--- src/sv/pls_pkg.sv ---
package pls_pkg;

    localparam int LEVEL_LOW_DEF  = 0;
    localparam int LEVEL_HIGH_DEF = 15;

    localparam int LVL_W     = 5;
    localparam int TIME_W    = 32;
    localparam int MASK_W    = 16;
    localparam int MODE_W    = 3;
    localparam int CFG_W     = 32;
    localparam int CFG_IDX_W = 2;
    localparam int CAND_W    = 7;

    typedef logic [LVL_W-1:0]     t_level;
    typedef logic [TIME_W-1:0]    t_time;
    typedef logic [MASK_W-1:0]    t_mask;
    typedef logic [MODE_W-1:0]    t_mode;
    typedef logic [CFG_W-1:0]     t_cfg_data;
    typedef logic [CFG_IDX_W-1:0] t_cfg_idx;
    typedef logic [CAND_W-1:0]    t_cand;

    localparam t_mode MODE_REBUILD = 3'd0;
    localparam t_mode MODE_POP     = 3'd1;
    localparam t_mode MODE_FAIL    = 3'd2;
    localparam t_mode MODE_OK      = 3'd3;
    localparam t_mode MODE_CLEAR   = 3'd4;

    localparam t_cfg_idx CFG_RADIUS = 2'd0;
    localparam t_cfg_idx CFG_COOL   = 2'd1;
    localparam t_cfg_idx CFG_SKIP   = 2'd2;

    localparam t_level RADIUS_RST = 5'd15;
    localparam t_time  COOL_RST   = 32'd45000;
    localparam t_level SKIP_RST   = 5'd31;

    typedef struct packed {
        logic clear;
        logic restart;
        logic push;
        logic pop;
    } t_q_cmd;

endpackage

--- src/sv/pls_in_if.sv ---
interface pls_in_if;
    import pls_pkg::*;

    logic  valid;
    logic  ready;
    t_mode mode;
    t_level level;
    t_time now_ms;
    t_mask fresh_mask;

    modport source (output valid, output mode, output level, output now_ms,
                    output fresh_mask, input ready);
    modport sink (input valid, input mode, input level, input now_ms,
                  input fresh_mask, output ready);
endinterface

--- src/sv/pls_out_if.sv ---
interface pls_out_if;
    import pls_pkg::*;

    logic   valid;
    logic   ready;
    logic   got_level;
    t_level popped_level;
    t_level queue_count;

    modport source (output valid, output got_level, output popped_level,
                    output queue_count, input ready);
    modport sink (input valid, input got_level, input popped_level,
                  input queue_count, output ready);
endinterface

--- src/sv/pls_eval_unit.sv ---
module pls_eval_unit #(
    parameter int LEVEL_LOW  = pls_pkg::LEVEL_LOW_DEF,
    parameter int LEVEL_HIGH = pls_pkg::LEVEL_HIGH_DEF,
    parameter int QAW        = 4
) (
    input  pls_pkg::t_cand  i_cand,
    input  logic            i_check_skip,
    input  pls_pkg::t_level i_skip,
    input  pls_pkg::t_time  i_now,
    input  pls_pkg::t_mask  i_mask,
    input  pls_pkg::t_time  i_deadline,
    output logic [QAW-1:0]  o_idx,
    output logic            o_ok
);
    import pls_pkg::*;

    logic [5:0]  w_off;
    logic        w_in_range;
    logic        w_fresh;
    logic        w_cooling;
    logic        w_skip_hit;
    t_time       w_diff;

    assign w_in_range = !i_cand[6] && (i_cand[5:0] >= 6'(LEVEL_LOW))
                        && (i_cand[5:0] <= 6'(LEVEL_HIGH));
    assign w_off      = i_cand[5:0] - 6'(LEVEL_LOW);
    assign o_idx      = w_off[QAW-1:0];
    assign w_fresh    = (w_off[5:4] == 2'b00) && i_mask[w_off[3:0]];
    assign w_diff     = i_now - i_deadline;
    assign w_cooling  = w_diff[TIME_W-1];
    assign w_skip_hit = i_check_skip && (i_cand[4:0] == i_skip);
    assign o_ok       = w_in_range && !w_skip_hit && !w_fresh && !w_cooling;

endmodule

--- src/sv/pls_cool_table.sv ---
module pls_cool_table #(
    parameter int LEVEL_LOW  = pls_pkg::LEVEL_LOW_DEF,
    parameter int LEVEL_HIGH = pls_pkg::LEVEL_HIGH_DEF
) (
    input  logic            i_clk,
    input  logic            i_rst_n,
    input  logic            i_we,
    input  logic [((LEVEL_HIGH-LEVEL_LOW+1) > 1 ? $clog2(LEVEL_HIGH-LEVEL_LOW+1) : 1)-1:0]
                            i_wr_idx,
    input  pls_pkg::t_time  i_wr_data,
    input  logic [((LEVEL_HIGH-LEVEL_LOW+1) > 1 ? $clog2(LEVEL_HIGH-LEVEL_LOW+1) : 1)-1:0]
                            i_rd_idx,
    output pls_pkg::t_time  o_rd_data
);
    import pls_pkg::*;

    localparam int SPAN = LEVEL_HIGH - LEVEL_LOW + 1;

    t_time r_deadline [SPAN];

    always_ff @(posedge i_clk) begin
        if (!i_rst_n) begin
            for (int i = 0; i < SPAN; i++) begin
                r_deadline[i] <= '0;
            end
        end else if (i_we) begin
            r_deadline[i_wr_idx] <= i_wr_data;
        end
    end

    assign o_rd_data = (32'(i_rd_idx) < 32'(SPAN)) ? r_deadline[i_rd_idx] : '0;

endmodule

--- src/sv/pls_level_queue.sv ---
module pls_level_queue #(
    parameter int LEVEL_LOW  = pls_pkg::LEVEL_LOW_DEF,
    parameter int LEVEL_HIGH = pls_pkg::LEVEL_HIGH_DEF
) (
    input  logic             i_clk,
    input  logic             i_rst_n,
    input  pls_pkg::t_q_cmd  i_cmd,
    input  pls_pkg::t_level  i_data,
    output pls_pkg::t_level  o_head_level,
    output logic [$clog2(LEVEL_HIGH-LEVEL_LOW+2)-1:0] o_fill
);
    import pls_pkg::*;

    localparam int SPAN = LEVEL_HIGH - LEVEL_LOW + 1;
    localparam int QAW  = (SPAN > 1) ? $clog2(SPAN) : 1;
    localparam int FW   = $clog2(SPAN + 1);

    t_level         r_mem [SPAN];
    logic [QAW-1:0] r_head;
    logic [FW-1:0]  r_fill;
    logic [QAW-1:0] n_head;
    logic [FW-1:0]  n_fill;

    always_comb begin
        n_head = r_head;
        n_fill = r_fill;
        if (i_cmd.restart) begin
            n_head = '0;
            n_fill = '0;
        end else if (i_cmd.clear) begin
            n_fill = '0;
        end else if (i_cmd.push) begin
            n_fill = r_fill + 1'b1;
        end else if (i_cmd.pop) begin
            n_head = (32'(r_head) == SPAN - 1) ? '0 : r_head + 1'b1;
            n_fill = r_fill - 1'b1;
        end
    end

    always_ff @(posedge i_clk) begin
        if (!i_rst_n) begin
            r_head <= '0;
            r_fill <= '0;
        end else begin
            r_head <= n_head;
            r_fill <= n_fill;
        end
    end

    always_ff @(posedge i_clk) begin
        if (i_cmd.push && !i_cmd.restart && !i_cmd.clear) begin
            r_mem[r_fill[QAW-1:0]] <= i_data;
        end
    end

    assign o_head_level = r_mem[r_head];
    assign o_fill       = r_fill;

endmodule

--- src/sv/prefetch_level_scheduler_unit.sv ---
// Rebuild checks the center, then each distance out to the radius (clamped
//   to span-1) below, then above it; pop drains until an entry is eligible.
// Throughput: one request at a time; one level is checked per cycle by the
//   shared eligibility unit (cooldown subtract, range, fresh and skip test).
// Reset: synchronous, active low; empties the queue, zeroes all cooldown
//   deadlines and loads radius 15, cooldown 45000 ms, skip level 31.
module prefetch_level_scheduler_unit #(
    parameter int LEVEL_LOW  = pls_pkg::LEVEL_LOW_DEF,
    parameter int LEVEL_HIGH = pls_pkg::LEVEL_HIGH_DEF
) (
    input  logic                  i_clk,
    input  logic                  i_rst_n,
    pls_in_if.sink                i_in,
    pls_out_if.source             o_out,
    input  logic                  i_cfg_we,
    input  pls_pkg::t_cfg_idx     i_cfg_idx,
    input  pls_pkg::t_cfg_data    i_cfg_data
);
    import pls_pkg::*;

    localparam int SPAN = LEVEL_HIGH - LEVEL_LOW + 1;
    localparam int QAW  = (SPAN > 1) ? $clog2(SPAN) : 1;
    localparam int FW   = $clog2(SPAN + 1);

    localparam logic [1:0] ST_IDLE  = 2'd0;
    localparam logic [1:0] ST_BUILD = 2'd1;
    localparam logic [1:0] ST_POP   = 2'd2;
    localparam logic [1:0] ST_DONE  = 2'd3;

    logic [1:0] r_state, n_state;
    t_level     r_radius, r_skip;
    t_time      r_cool;
    t_level     r_center, n_center;
    t_level     r_dist, n_dist;
    t_level     r_rad, n_rad;
    logic       r_side, n_side;
    t_time      r_now, n_now;
    t_mask      r_mask, n_mask;
    logic       r_got, n_got;
    t_level     r_pop, n_pop;

    logic       r_out_valid;
    logic       r_out_got;
    t_level     r_out_pop;
    t_level     r_out_count;

    t_q_cmd         q_cmd;
    t_level         q_head;
    logic [FW-1:0]  q_fill;

    t_cand          w_cand;
    logic [QAW-1:0] w_idx;
    logic           w_ok;
    t_time          w_deadline;

    logic           w_accept;
    logic           w_load;
    logic           w_cool_we;
    logic [QAW-1:0] w_cool_wr_idx;
    t_time          w_cool_wr_data;
    t_level         w_note_off;
    logic           w_note_in_range;

    assign i_in.ready = (r_state == ST_IDLE);
    assign w_accept   = i_in.valid && (r_state == ST_IDLE);
    assign w_load     = (r_state == ST_DONE) && (!r_out_valid || o_out.ready);

    assign w_note_off      = i_in.level - 5'(LEVEL_LOW);
    assign w_note_in_range = (i_in.level >= 5'(LEVEL_LOW)) && (i_in.level <= 5'(LEVEL_HIGH));
    assign w_cool_wr_idx   = w_note_off[QAW-1:0];

    always_comb begin
        if (r_state == ST_POP) begin
            w_cand = {2'b00, q_head};
        end else if (r_side) begin
            w_cand = {2'b00, r_center} + {2'b00, r_dist};
        end else begin
            w_cand = {2'b00, r_center} - {2'b00, r_dist};
        end
    end

    always_ff @(posedge i_clk) begin
        if (!i_rst_n) begin
            r_radius <= RADIUS_RST;
            r_cool   <= COOL_RST;
            r_skip   <= SKIP_RST;
        end else if (i_cfg_we) begin
            case (i_cfg_idx)
                CFG_RADIUS: r_radius <= i_cfg_data[LVL_W-1:0];
                CFG_COOL:   r_cool   <= i_cfg_data[TIME_W-1:0];
                CFG_SKIP:   r_skip   <= i_cfg_data[LVL_W-1:0];
                default: ;
            endcase
        end
    end

    always_comb begin
        n_state        = r_state;
        n_center       = r_center;
        n_dist         = r_dist;
        n_rad          = r_rad;
        n_side         = r_side;
        n_now          = r_now;
        n_mask         = r_mask;
        n_got          = r_got;
        n_pop          = r_pop;
        q_cmd          = '0;
        w_cool_we      = 1'b0;
        w_cool_wr_data = '0;
        case (r_state)
            ST_IDLE: begin
                if (w_accept) begin
                    n_center = i_in.level;
                    n_now    = i_in.now_ms;
                    n_mask   = i_in.fresh_mask;
                    n_got    = 1'b0;
                    n_pop    = '0;
                    n_dist   = '0;
                    n_side   = 1'b0;
                    n_state  = ST_DONE;
                    case (i_in.mode)
                        MODE_REBUILD: begin
                            q_cmd.restart = 1'b1;
                            n_rad   = (r_radius > 5'(SPAN - 1)) ? 5'(SPAN - 1) : r_radius;
                            n_state = ST_BUILD;
                        end
                        MODE_POP: begin
                            n_state = ST_POP;
                        end
                        MODE_FAIL: begin
                            w_cool_we      = w_note_in_range;
                            w_cool_wr_data = i_in.now_ms + r_cool;
                        end
                        MODE_OK: begin
                            w_cool_we      = w_note_in_range;
                        end
                        MODE_CLEAR: begin
                            q_cmd.clear = 1'b1;
                        end
                        default: ;
                    endcase
                end
            end
            ST_BUILD: begin
                q_cmd.push = w_ok && (32'(q_fill) < SPAN);
                if (r_dist == '0) begin
                    if (r_rad == '0) begin
                        n_state = ST_DONE;
                    end else begin
                        n_dist = 5'd1;
                        n_side = 1'b0;
                    end
                end else if (!r_side) begin
                    n_side = 1'b1;
                end else if (r_dist == r_rad) begin
                    n_state = ST_DONE;
                end else begin
                    n_dist = r_dist + 1'b1;
                    n_side = 1'b0;
                end
            end
            ST_POP: begin
                if (q_fill == '0) begin
                    n_state = ST_DONE;
                end else begin
                    q_cmd.pop = 1'b1;
                    if (w_ok) begin
                        n_got   = 1'b1;
                        n_pop   = q_head;
                        n_state = ST_DONE;
                    end
                end
            end
            ST_DONE: begin
                if (w_load) begin
                    n_state = ST_IDLE;
                end
            end
            default: n_state = ST_IDLE;
        endcase
        if (i_cfg_we && (i_cfg_idx == CFG_RADIUS)) begin
            q_cmd.clear = 1'b1;
        end
    end

    always_ff @(posedge i_clk) begin
        if (!i_rst_n) begin
            r_state     <= ST_IDLE;
            r_out_valid <= 1'b0;
        end else begin
            r_state <= n_state;
            if (w_load) begin
                r_out_valid <= 1'b1;
            end else if (o_out.ready) begin
                r_out_valid <= 1'b0;
            end
        end
    end

    always_ff @(posedge i_clk) begin
        r_center <= n_center;
        r_dist   <= n_dist;
        r_rad    <= n_rad;
        r_side   <= n_side;
        r_now    <= n_now;
        r_mask   <= n_mask;
        r_got    <= n_got;
        r_pop    <= n_pop;
        if (w_load) begin
            r_out_got   <= r_got;
            r_out_pop   <= r_pop;
            r_out_count <= 5'(q_fill);
        end
    end

    assign o_out.valid        = r_out_valid;
    assign o_out.got_level    = r_out_got;
    assign o_out.popped_level = r_out_pop;
    assign o_out.queue_count  = r_out_count;

    pls_eval_unit #(
        .LEVEL_LOW  (LEVEL_LOW),
        .LEVEL_HIGH (LEVEL_HIGH),
        .QAW        (QAW)
    ) u_eval (
        .i_cand       (w_cand),
        .i_check_skip (r_state == ST_BUILD),
        .i_skip       (r_skip),
        .i_now        (r_now),
        .i_mask       (r_mask),
        .i_deadline   (w_deadline),
        .o_idx        (w_idx),
        .o_ok         (w_ok)
    );

    pls_cool_table #(
        .LEVEL_LOW  (LEVEL_LOW),
        .LEVEL_HIGH (LEVEL_HIGH)
    ) u_cool (
        .i_clk     (i_clk),
        .i_rst_n   (i_rst_n),
        .i_we      (w_cool_we),
        .i_wr_idx  (w_cool_wr_idx),
        .i_wr_data (w_cool_wr_data),
        .i_rd_idx  (w_idx),
        .o_rd_data (w_deadline)
    );

    pls_level_queue #(
        .LEVEL_LOW  (LEVEL_LOW),
        .LEVEL_HIGH (LEVEL_HIGH)
    ) u_queue (
        .i_clk        (i_clk),
        .i_rst_n      (i_rst_n),
        .i_cmd        (q_cmd),
        .i_data       (w_cand[LVL_W-1:0]),
        .o_head_level (q_head),
        .o_fill       (q_fill)
    );

`ifndef ASSERT_OFF
    a_fill_bound: assert property (@(posedge i_clk) disable iff (!i_rst_n)
        32'(q_fill) <= SPAN)
        else $error("queue fill beyond span");

    a_accept_busy: assert property (@(posedge i_clk) disable iff (!i_rst_n)
        w_accept |=> (r_state != ST_IDLE))
        else $error("request accepted without leaving idle");

    a_pop_step: assert property (@(posedge i_clk) disable iff (!i_rst_n)
        (r_state == ST_POP) && (q_fill != '0) && !i_cfg_we
        |=> (q_fill == $past(q_fill) - 1'b1))
        else $error("pop did not drop one entry");

    a_no_level: assert property (@(posedge i_clk) disable iff (!i_rst_n)
        r_out_valid && !r_out_got |-> (r_out_pop == '0))
        else $error("popped level set without a level");
`endif

endmodule
--- src/flat_wrapper.sv ---
// flat-port wrapper written by rule: the top's interface ports become plain ports
module prefetch_level_scheduler_unit_flat import pls_pkg::*;
#(
    parameter int LEVEL_LOW  = pls_pkg::LEVEL_LOW_DEF,
    parameter int LEVEL_HIGH = pls_pkg::LEVEL_HIGH_DEF
)
  (i_clk, i_rst_n, i_cfg_we, i_cfg_idx, i_cfg_data, i_in_valid, i_in_mode, i_in_level, i_in_now_ms, i_in_fresh_mask, i_in_ready, o_out_valid, o_out_got_level, o_out_popped_level, o_out_queue_count, o_out_ready);
  pls_in_if i_in_i ();
  pls_out_if o_out_i ();
  input  logic i_clk;
  input  logic i_rst_n;
  input  logic i_cfg_we;
  input  pls_pkg::t_cfg_idx i_cfg_idx;
  input  pls_pkg::t_cfg_data i_cfg_data;
  input wire logic [$bits(i_in_i.valid)-1:0] i_in_valid;
  input wire logic [$bits(i_in_i.mode)-1:0] i_in_mode;
  input wire logic [$bits(i_in_i.level)-1:0] i_in_level;
  input wire logic [$bits(i_in_i.now_ms)-1:0] i_in_now_ms;
  input wire logic [$bits(i_in_i.fresh_mask)-1:0] i_in_fresh_mask;
  output wire logic [$bits(i_in_i.ready)-1:0] i_in_ready;
  output wire logic [$bits(o_out_i.valid)-1:0] o_out_valid;
  output wire logic [$bits(o_out_i.got_level)-1:0] o_out_got_level;
  output wire logic [$bits(o_out_i.popped_level)-1:0] o_out_popped_level;
  output wire logic [$bits(o_out_i.queue_count)-1:0] o_out_queue_count;
  input wire logic [$bits(o_out_i.ready)-1:0] o_out_ready;
  assign i_in_i.valid = i_in_valid;
  assign i_in_i.mode = i_in_mode;
  assign i_in_i.level = i_in_level;
  assign i_in_i.now_ms = i_in_now_ms;
  assign i_in_i.fresh_mask = i_in_fresh_mask;
  assign i_in_ready = i_in_i.ready;
  assign o_out_valid = o_out_i.valid;
  assign o_out_got_level = o_out_i.got_level;
  assign o_out_popped_level = o_out_i.popped_level;
  assign o_out_queue_count = o_out_i.queue_count;
  assign o_out_i.ready = o_out_ready;
  prefetch_level_scheduler_unit #(.LEVEL_LOW(LEVEL_LOW), .LEVEL_HIGH(LEVEL_HIGH)) u_core (.i_clk(i_clk), .i_rst_n(i_rst_n), .i_in(i_in_i), .o_out(o_out_i), .i_cfg_we(i_cfg_we), .i_cfg_idx(i_cfg_idx), .i_cfg_data(i_cfg_data));
endmodule
--- config.mk ---
export PLATFORM = sky130hd
export DESIGN_NAME = prefetch_level_scheduler_unit_flat
export DESIGN_NICKNAME = d
export VERILOG_FILES = /design/src/sv/pls_pkg.sv /design/src/sv/pls_in_if.sv /design/src/sv/pls_out_if.sv /design/src/sv/pls_eval_unit.sv /design/src/sv/pls_cool_table.sv /design/src/sv/pls_level_queue.sv /design/src/sv/prefetch_level_scheduler_unit.sv /design/src/flat_wrapper.sv
export SDC_FILE = /design/constraint.sdc
export NUM_CORES = 1
export LEC_CHECK = 0
export ABC_AREA = 1
export CAP_MARGIN = 20
export CORE_AREA = 2 2 263 265
export DETAILED_ROUTE_END_ITERATION = 10
export DIE_AREA = 0 0 265 267
export DONT_BUFFER_PORTS = 1
export PLACE_DENSITY = 0.78
export SLEW_MARGIN = 10
export SYNTH_ARGS = -nofsm -noshare
export SYNTH_HDL_FRONTEND = slang
export SYNTH_SLANG_ARGS = --single-unit
--- constraint.sdc ---
create_clock -name i_clk -period 5.4 [get_ports i_clk]
set_input_delay 0.54 -clock i_clk [delete_from_list [all_inputs] [get_ports i_clk]]
set_output_delay 0.54 -clock i_clk [all_outputs]
set_load 0.1 [all_outputs]
After elaboration in Yosys (flattened, before gate mapping)
Memories as Yosys holds them, arrays and structs flattened. A register that Yosys moved wholly into a read port is not among the register bits.
Index checks and enable logic that the tools add are counted.
- logic and storage cells: 169
- output and inout port bits: 13
- bits in writable memories: 592
- memories kept: 2
- flip-flop bits (word level): 135
- input port bits: 95
- memory list (memory ; depth ; width ; read ports ; clocked after Yosys merged registers in ; write ports ; RTL line ; RTL):
    u_core.u_cool.r_deadline ; 16 ; 32 ; 1 ; 0 ; 16 ; pls_cool_table.sv:19 ; t_time r_deadline [SPAN];
    u_core.u_queue.r_mem ; 16 ; 5 ; 1 ; 1 ; 1 ; pls_level_queue.sv:18 ; t_level r_mem [SPAN];
- multiplexer cells: 62
- $lt $le $gt $ge: 7
- bitwise logic cells: 3
- equality and inequality tests: 22
- add/sub/neg operators: 8
- reductions and logical operators: 47
- operator list (cell ; count):
    $mux 32 ; 4
    $mux 5 ; 9
    $add 32x32->32 ; 1
    $reduce_or 32->1 ; 1
    $sub 32x32->32 ; 1
    $mux 1 ; 26
    $mux 2 ; 10
    $pmux 5 s2 ; 2
    $mux 4 ; 4
    $logic_not 5->1 ; 3
    $logic_and 1x1->1 ; 14
    $mux 7 ; 2
    $add 5x1->5 const B ; 2
    $eq 5x5->1 ; 2
    $reduce_and 3->1 ; 3
    $pmux 2 s4 ; 1
    $reduce_and 2->1 ; 4
    $reduce_bool 2->1 ; 4
    $logic_not 1->1 ; 7
    $add 5x5->6 ; 1
    $eq 2x2->1 const B ; 3
    $eq 3x2->1 const B ; 2
    $ge 6x1->1 const B ; 1
    $le 6x4->1 const B ; 1
    29 further kinds ; 41

Depth between registers and ports, before layout
- depth in word-level cells: 15
- depth in mapped cells: 38
- mapped depth without buffers: 35

By module
Synthesis repeated with hierarchy kept, for this count alone.
- cells, all modules: 4366
- area total of the unflattened synthesis: 37458.4 um^2
- modules (own cells, without submodules) (module ; times used ; area an instance (um^2) ; cells an instance):
    pls_cool_table ; 1 ; 24662.4 ; 2733
    prefetch_level_scheduler_unit ; 1 ; 7422.1 ; 996
    pls_level_queue ; 1 ; 4186.5 ; 430
    pls_eval_unit ; 1 ; 1187.4 ; 207

Worst setup path after synthesis
Ideal clock, no wire load.
- kind: reg2reg
- start: register u_core.r_dist[0]
- end: register u_core.u_queue.r_fill[4] (netlist: u_core.u_queue.o_fill[4])
- cell stages (with the launch flop): 32
- path buffers: 2
- library setup time: 0.070 ns
- data arrival time: 4.968 ns
- slack: 0.362 ns
- required time: 5.330 ns
- cells stage by stage: edfxtp_1 -> ha_1 -> fa_1 -> nand2_1 -> o21ai_0 -> or2_2 -> nand3_1 -> o21ai_2 -> inv_2 -> clkbuf_1 -> buf_1 -> o221ai_1 -> o211ai_1 -> nand2_1 -> inv_1 -> ha_1 -> nand2_1 -> inv_1 -> nand3_1 -> a31oi_1 -> a2111oi_0 -> nand2_1 -> nand2_1 -> nand2_1 -> nand2_2 -> nand4_4 -> fa_1 -> nand2_1 -> nand2_1 -> a21oi_1 -> nand4_1 -> a21oi_1
- RTL lines (item ; RTL line ; RTL):
    start: declaration ; prefetch_level_scheduler_unit.sv:34 ; t_level r_dist, n_dist;
    start signal: assignment ; prefetch_level_scheduler_unit.sv:202 ; r_dist <= n_dist;
    end signal: assignment ; pls_level_queue.sv:46 ; r_fill <= n_fill;
    end: declaration ; pls_level_queue.sv:20 ; logic [FW-1:0] r_fill;

Final worst setup path
- start: register u_core.r_dist[0]
- end: memory u_core.u_queue.r_mem[10][3] (netlist name), enable pin
- longest elaborated chain between the ends: 15
- elaborated cells on any way between the ends: 29
- those cells by class: 3 x add/sub; 2 x order compare; 1 x eq/ne; 7 x mux; 15 x reduce/logical; 1 x memory
- ends and longest elaborated chain (item ; RTL line ; RTL):
    $sub 5x5->6 / $add 5x5->6 (equally long branches) ; prefetch_level_scheduler_unit.sv:78, prefetch_level_scheduler_unit.sv:76 ;
    $mux 7 (*) ; prefetch_level_scheduler_unit.sv:75 ; end else if (r_side) begin
    $mux 7 (*) ; prefetch_level_scheduler_unit.sv:73 ; if (r_state == ST_POP) begin
    branches (longest 5 deep; another with $mem_v2 16x32) ; - ;
    $logic_and 1x1->1 (*) ; pls_eval_unit.sv:32 ; assign o_ok = w_in_range && !w_skip_hit && !w_fresh && !w_cooling;
    $logic_and 1x1->1 (*) ; prefetch_level_scheduler_unit.sv:145 ; q_cmd.push = w_ok && (32'(q_fill) < SPAN);
    $mux 1 (*) ; prefetch_level_scheduler_unit.sv:110 ; case (r_state)
    $logic_and 1x1->1 (*) (2 in series) ; pls_level_queue.sv:51 ; if (i_cmd.push && !i_cmd.restart && !i_cmd.clear) begin
    $mux 1 (*) ; pls_level_queue.sv:51 ;
    $mux 1 (not written as such) (*) ; pls_level_queue.sv:52 ; r_mem[r_fill[QAW-1:0]] <= i_data;
    end: declaration ; pls_level_queue.sv:18 ;
Mark *: on every way between the ends. The select of a mux whose other input is x is not followed.

==> flow_metrics.env <==
export IMPL_status="completed"
export IMPL_grt_pass1_vias=24910
export IMPL_ctsLongestPathBuffers=3
export IMPL_die_width_um=265
export IMPL_hold_depth=1
export IMPL_max_cap_violations=0
export IMPL_pin_count=108
export IMPL_min_to="u_core.r_radius[1]"
export IMPL_initial_utilization_pct=49.37
export IMPL_min_path_type="input pin to flop"
export IMPL_r2r_end="u_core.u_queue.r_mem[10][3]"
export IMPL_ant_nets=0
export IMPL_synth_warnings=0
export IMPL_postLayoutCellArea_um2=38320
export IMPL_ys_top_cells_by_count="nor2_1 (849), edfxtp_1 (673), nand2_1 (400)"
export IMPL_whs_ns=0.03133
export IMPL_stdcell_count=4245
export IMPL_clk_pin_slew_ns=0.06
export IMPL_root_buffer="clkbuf_16"
export IMPL_die_area_um2=70760
export IMPL_dp_slack_ns=-0.03307
export IMPL_dp_cells=4040
export IMPL_syn_area_per_cell_um2=10.31
export IMPL_hold_viol=0
export IMPL_yosysTopAreaCell="edfxtp_1"
export IMPL_post_drt_wl_per_cell_um=23.70
export IMPL_synthFlopType="edfxtp_1"
export IMPL_skew_ns=0.04095
export IMPL_setup_viol_count_final=0
export IMPL_fin_total_pwr_mw=24.29
export IMPL_synth_edff_count=673
export IMPL_die_y_um=267
export IMPL_met1_usage_pct=35.35
export IMPL_fin_util_pct=56.36
export IMPL_yosysMostFrequentCell="nor2_1"
export IMPL_seq_area_frac_synth_pct=63.67
export IMPL_dp_hpwl_mm=56.85
export IMPL_vias=26170
export IMPL_synth_fp_nets=3435
export IMPL_grt_use_met3_pct=6.412
export IMPL_mappedNetlistArea_um2=33560
export IMPL_path_class="flop to flop"
export IMPL_startpoint_type="flop"
export IMPL_nNetsFinal=3485
export IMPL_critPathArrivalTime_ns=5.64
export IMPL_rr_worst_depth=26
export IMPL_cts_sinks=731
export IMPL_slew_violations=0
export IMPL_grt_met2_usage_pct=44.21
export IMPL_clk_latency_ns=0.63
export IMPL_port_buffers=0
export IMPL_ys_ff_latch=731
export IMPL_tightestPinTransition_ns=1.197
export IMPL_synth_area_leaders="edfxtp_1 (60%), nor2_1 (9.5%), nand2_1 (4.5%)"
export IMPL_track_usage_pct=27.61
export IMPL_antenna_found_initial=1
export IMPL_p_leak_nw=13.75
export IMPL_async_flop_share_pct=0
export IMPL_busiest_layer="met2"
export IMPL_fp_row_count=96
export IMPL_dpl_instance_area_um2=35000
export IMPL_drt_initial_drc_count=4089
export IMPL_h_tree_depth=3
export IMPL_fin_crit_ns=5.331
export IMPL_drt_wl_total_mm=100.6
export IMPL_core_area_um2=67990
export IMPL_power_density_nw_per_um2=633.9
export IMPL_min_from="i_rst_n"
export IMPL_synth_top_cell_area_share_pct=60.21
export IMPL_grt_start_max_net_pins=93
export IMPL_worstPathRequired_ns=5.71
export IMPL_fin_crit_sh_pct=98.72
export IMPL_peakVddDrop_uv=495.8
export IMPL_slew_headroom_pct=19.94
export IMPL_drive_gt1_share_pct=10.05
export IMPL_cp_max_fo=15
export IMPL_grt_first_pass_wirelength_mm=147.4
export IMPL_cts_made_buffers=72
export IMPL_reg2reg_setup_slack_ns=0.07
export IMPL_fin_setup_tns_ns=0
export IMPL_tritoncts="yes"
export IMPL_areaGrowthSynthToFinish_pct=14.17
export IMPL_timing_final_ws_setup_ns=0.06901
export IMPL_vias_per_cell=6.165
export IMPL_remaining_drc_errors=0
export IMPL_max_freq_mhz=187.6
export IMPL_synthCells=3255
export IMPL_grt_overflow_total=0
export IMPL_yosysUniqueCellTypes=56
export IMPL_crit_path_end_kind="flop"
export IMPL_drt_pass1_iter_count=6
export IMPL_r2r_start="u_core.r_dist[0]"
export IMPL_gp_congestion=0.8985
-- sequential cells by signal (all words and copies together), names as in the netlist, 16 cells and up, named ones only --
name	flops
u_core.r_cool	32
u_core.r_mask	16
u_core.r_now	32
u_core.u_cool.r_deadline	512
u_core.u_queue.r_mem	80
-- worst max-delay path, cell delays in order (launching register included) --
cell      delay [ns]
edfxtp_1        0.46
ha_2            0.23
inv_1           0.08
fa_1            0.42
mux2i_2         0.21
nor2_1          0.10
nor2_4          0.19
buf_12          0.19
buf_4           0.17
o21ai_0         0.15
o221ai_1        0.23
o211ai_1        0.17
nand2_2         0.18
inv_1           0.06
ha_1            0.29
nand4_1         0.14
or3_4           0.39
nor2_2          0.14
nand2_4         0.08
buf_4           0.14
nand3_2         0.09
nand4_4         0.14
buf_6           0.19
inv_2           0.13
nand3_4         0.12
nor2_1          0.15
buf_4           0.15
-- routing by layer --
metal  vias to the layer above  wire, um  part of all wire, %
met2                      1945     46400                   46
met1                     12370     35910                   36
li1                      11510         -                    -
met3                       347     13390                   13
met4                         0      4929                  4.9
met5                         -         0                    0
-- cell families after synthesis --
kind of cell             count (synthesis)  synth area share, %
AND/OR/NAND/NOR                       1478                17.72
other                                    1              0.01117
AO/OA/AOI/OAI                          593                10.77
multiplexers                             1              0.02983
flip-flops                             731                63.67
XOR/XNOR                                13               0.3616
buffers and inverters                  353                4.172
adder cells (fa/ha/maj)                 85                3.258
-- worst max path at each step --
stage                                 from                           to  slack [ns]  cells after the start
final                     u_core.r_dist[0]  u_core.u_queue.r_mem[10][3]        0.07                     26
after detailed placement  u_core.r_dist[0]  u_core.u_queue.r_mem[10][4]       -0.03                     27
after global routing                  flop     u_core.u_queue.o_fill[3]       -0.10                     30
after floorplan           u_core.r_dist[0]     u_core.u_queue.o_fill[4]        0.36                     31
after global placement    u_core.r_dist[0]     u_core.u_queue.o_fill[4]        0.06                     27
after CTS                 u_core.r_dist[0]  u_core.u_queue.r_mem[11][0]        0.02                     25
-- placed cells by master, fill, tap and decap left out, types with 5 or more instances in the layout --
master         Yosys  layout
nor3_1            14      13
clkinv_1           1      16
buf_6              6      10
a31oi_1           10       8
a21boi_0          20      20
inv_2              7       5
buf_12             0      18
clkinv_2           0      15
o21ai_0          254     252
a21oi_1           75      73
nor2_1           849     847
clkbuf_1         186      14
a32o_1            11      11
o211ai_1          73      73
xor2_1             5       5
buf_4              4     112
dlygate4sd3_1      0      38
nand2_1          400     379
o22ai_1           52      52
ha_1              81      77
or2_2             13      13
nand3_1          172     171
o21ai_1           19      15
xnor2_1            7       7
edfxtp_1         673     673
o221ai_1          55      54
clkbuf_16          0      81
inv_1            130     129
nand4_1            9       9
buf_16             0       6
dfxtp_1           58      57
o21ai_2            1       6
nand2_2            3      23
-- where the power goes --
part / leakage (nW) / switching (mW) / internal, mW
clock: 1.09 / 2.17 / 2.70
combinational: 5.41 / 7.99 / 4.35
sequential: 7.24 / 0.299 / 6.79
-- area by class of cell --
class | instances | area [um^2]
multi-input combinational | 2171 | 11040
fill | 5435 | 29670
timing repair buffer | 191 | 2024
clock buffer | 89 | 1929
inverter | 138 | 551.8
antenna | 1 | 2.502
clock inverter | 42 | 299.0
sequential | 731 | 21370
tap | 882 | 1104
-- what timing repair did --
| item | CTS | global route |
|---|---|---|
| hold endpoints to repair | 42 | 0 |
| cloned | 0 | 6 |
| hold buffers | 38 | 0 |
| pin swaps | 0 | 10 |
| buffers inserted | 0 | 24 |
| gates resized for setup | 3 | 51 |
| endpoints found under the setup margin | 83 | 90 |
(Power assumes the default switching activity.)
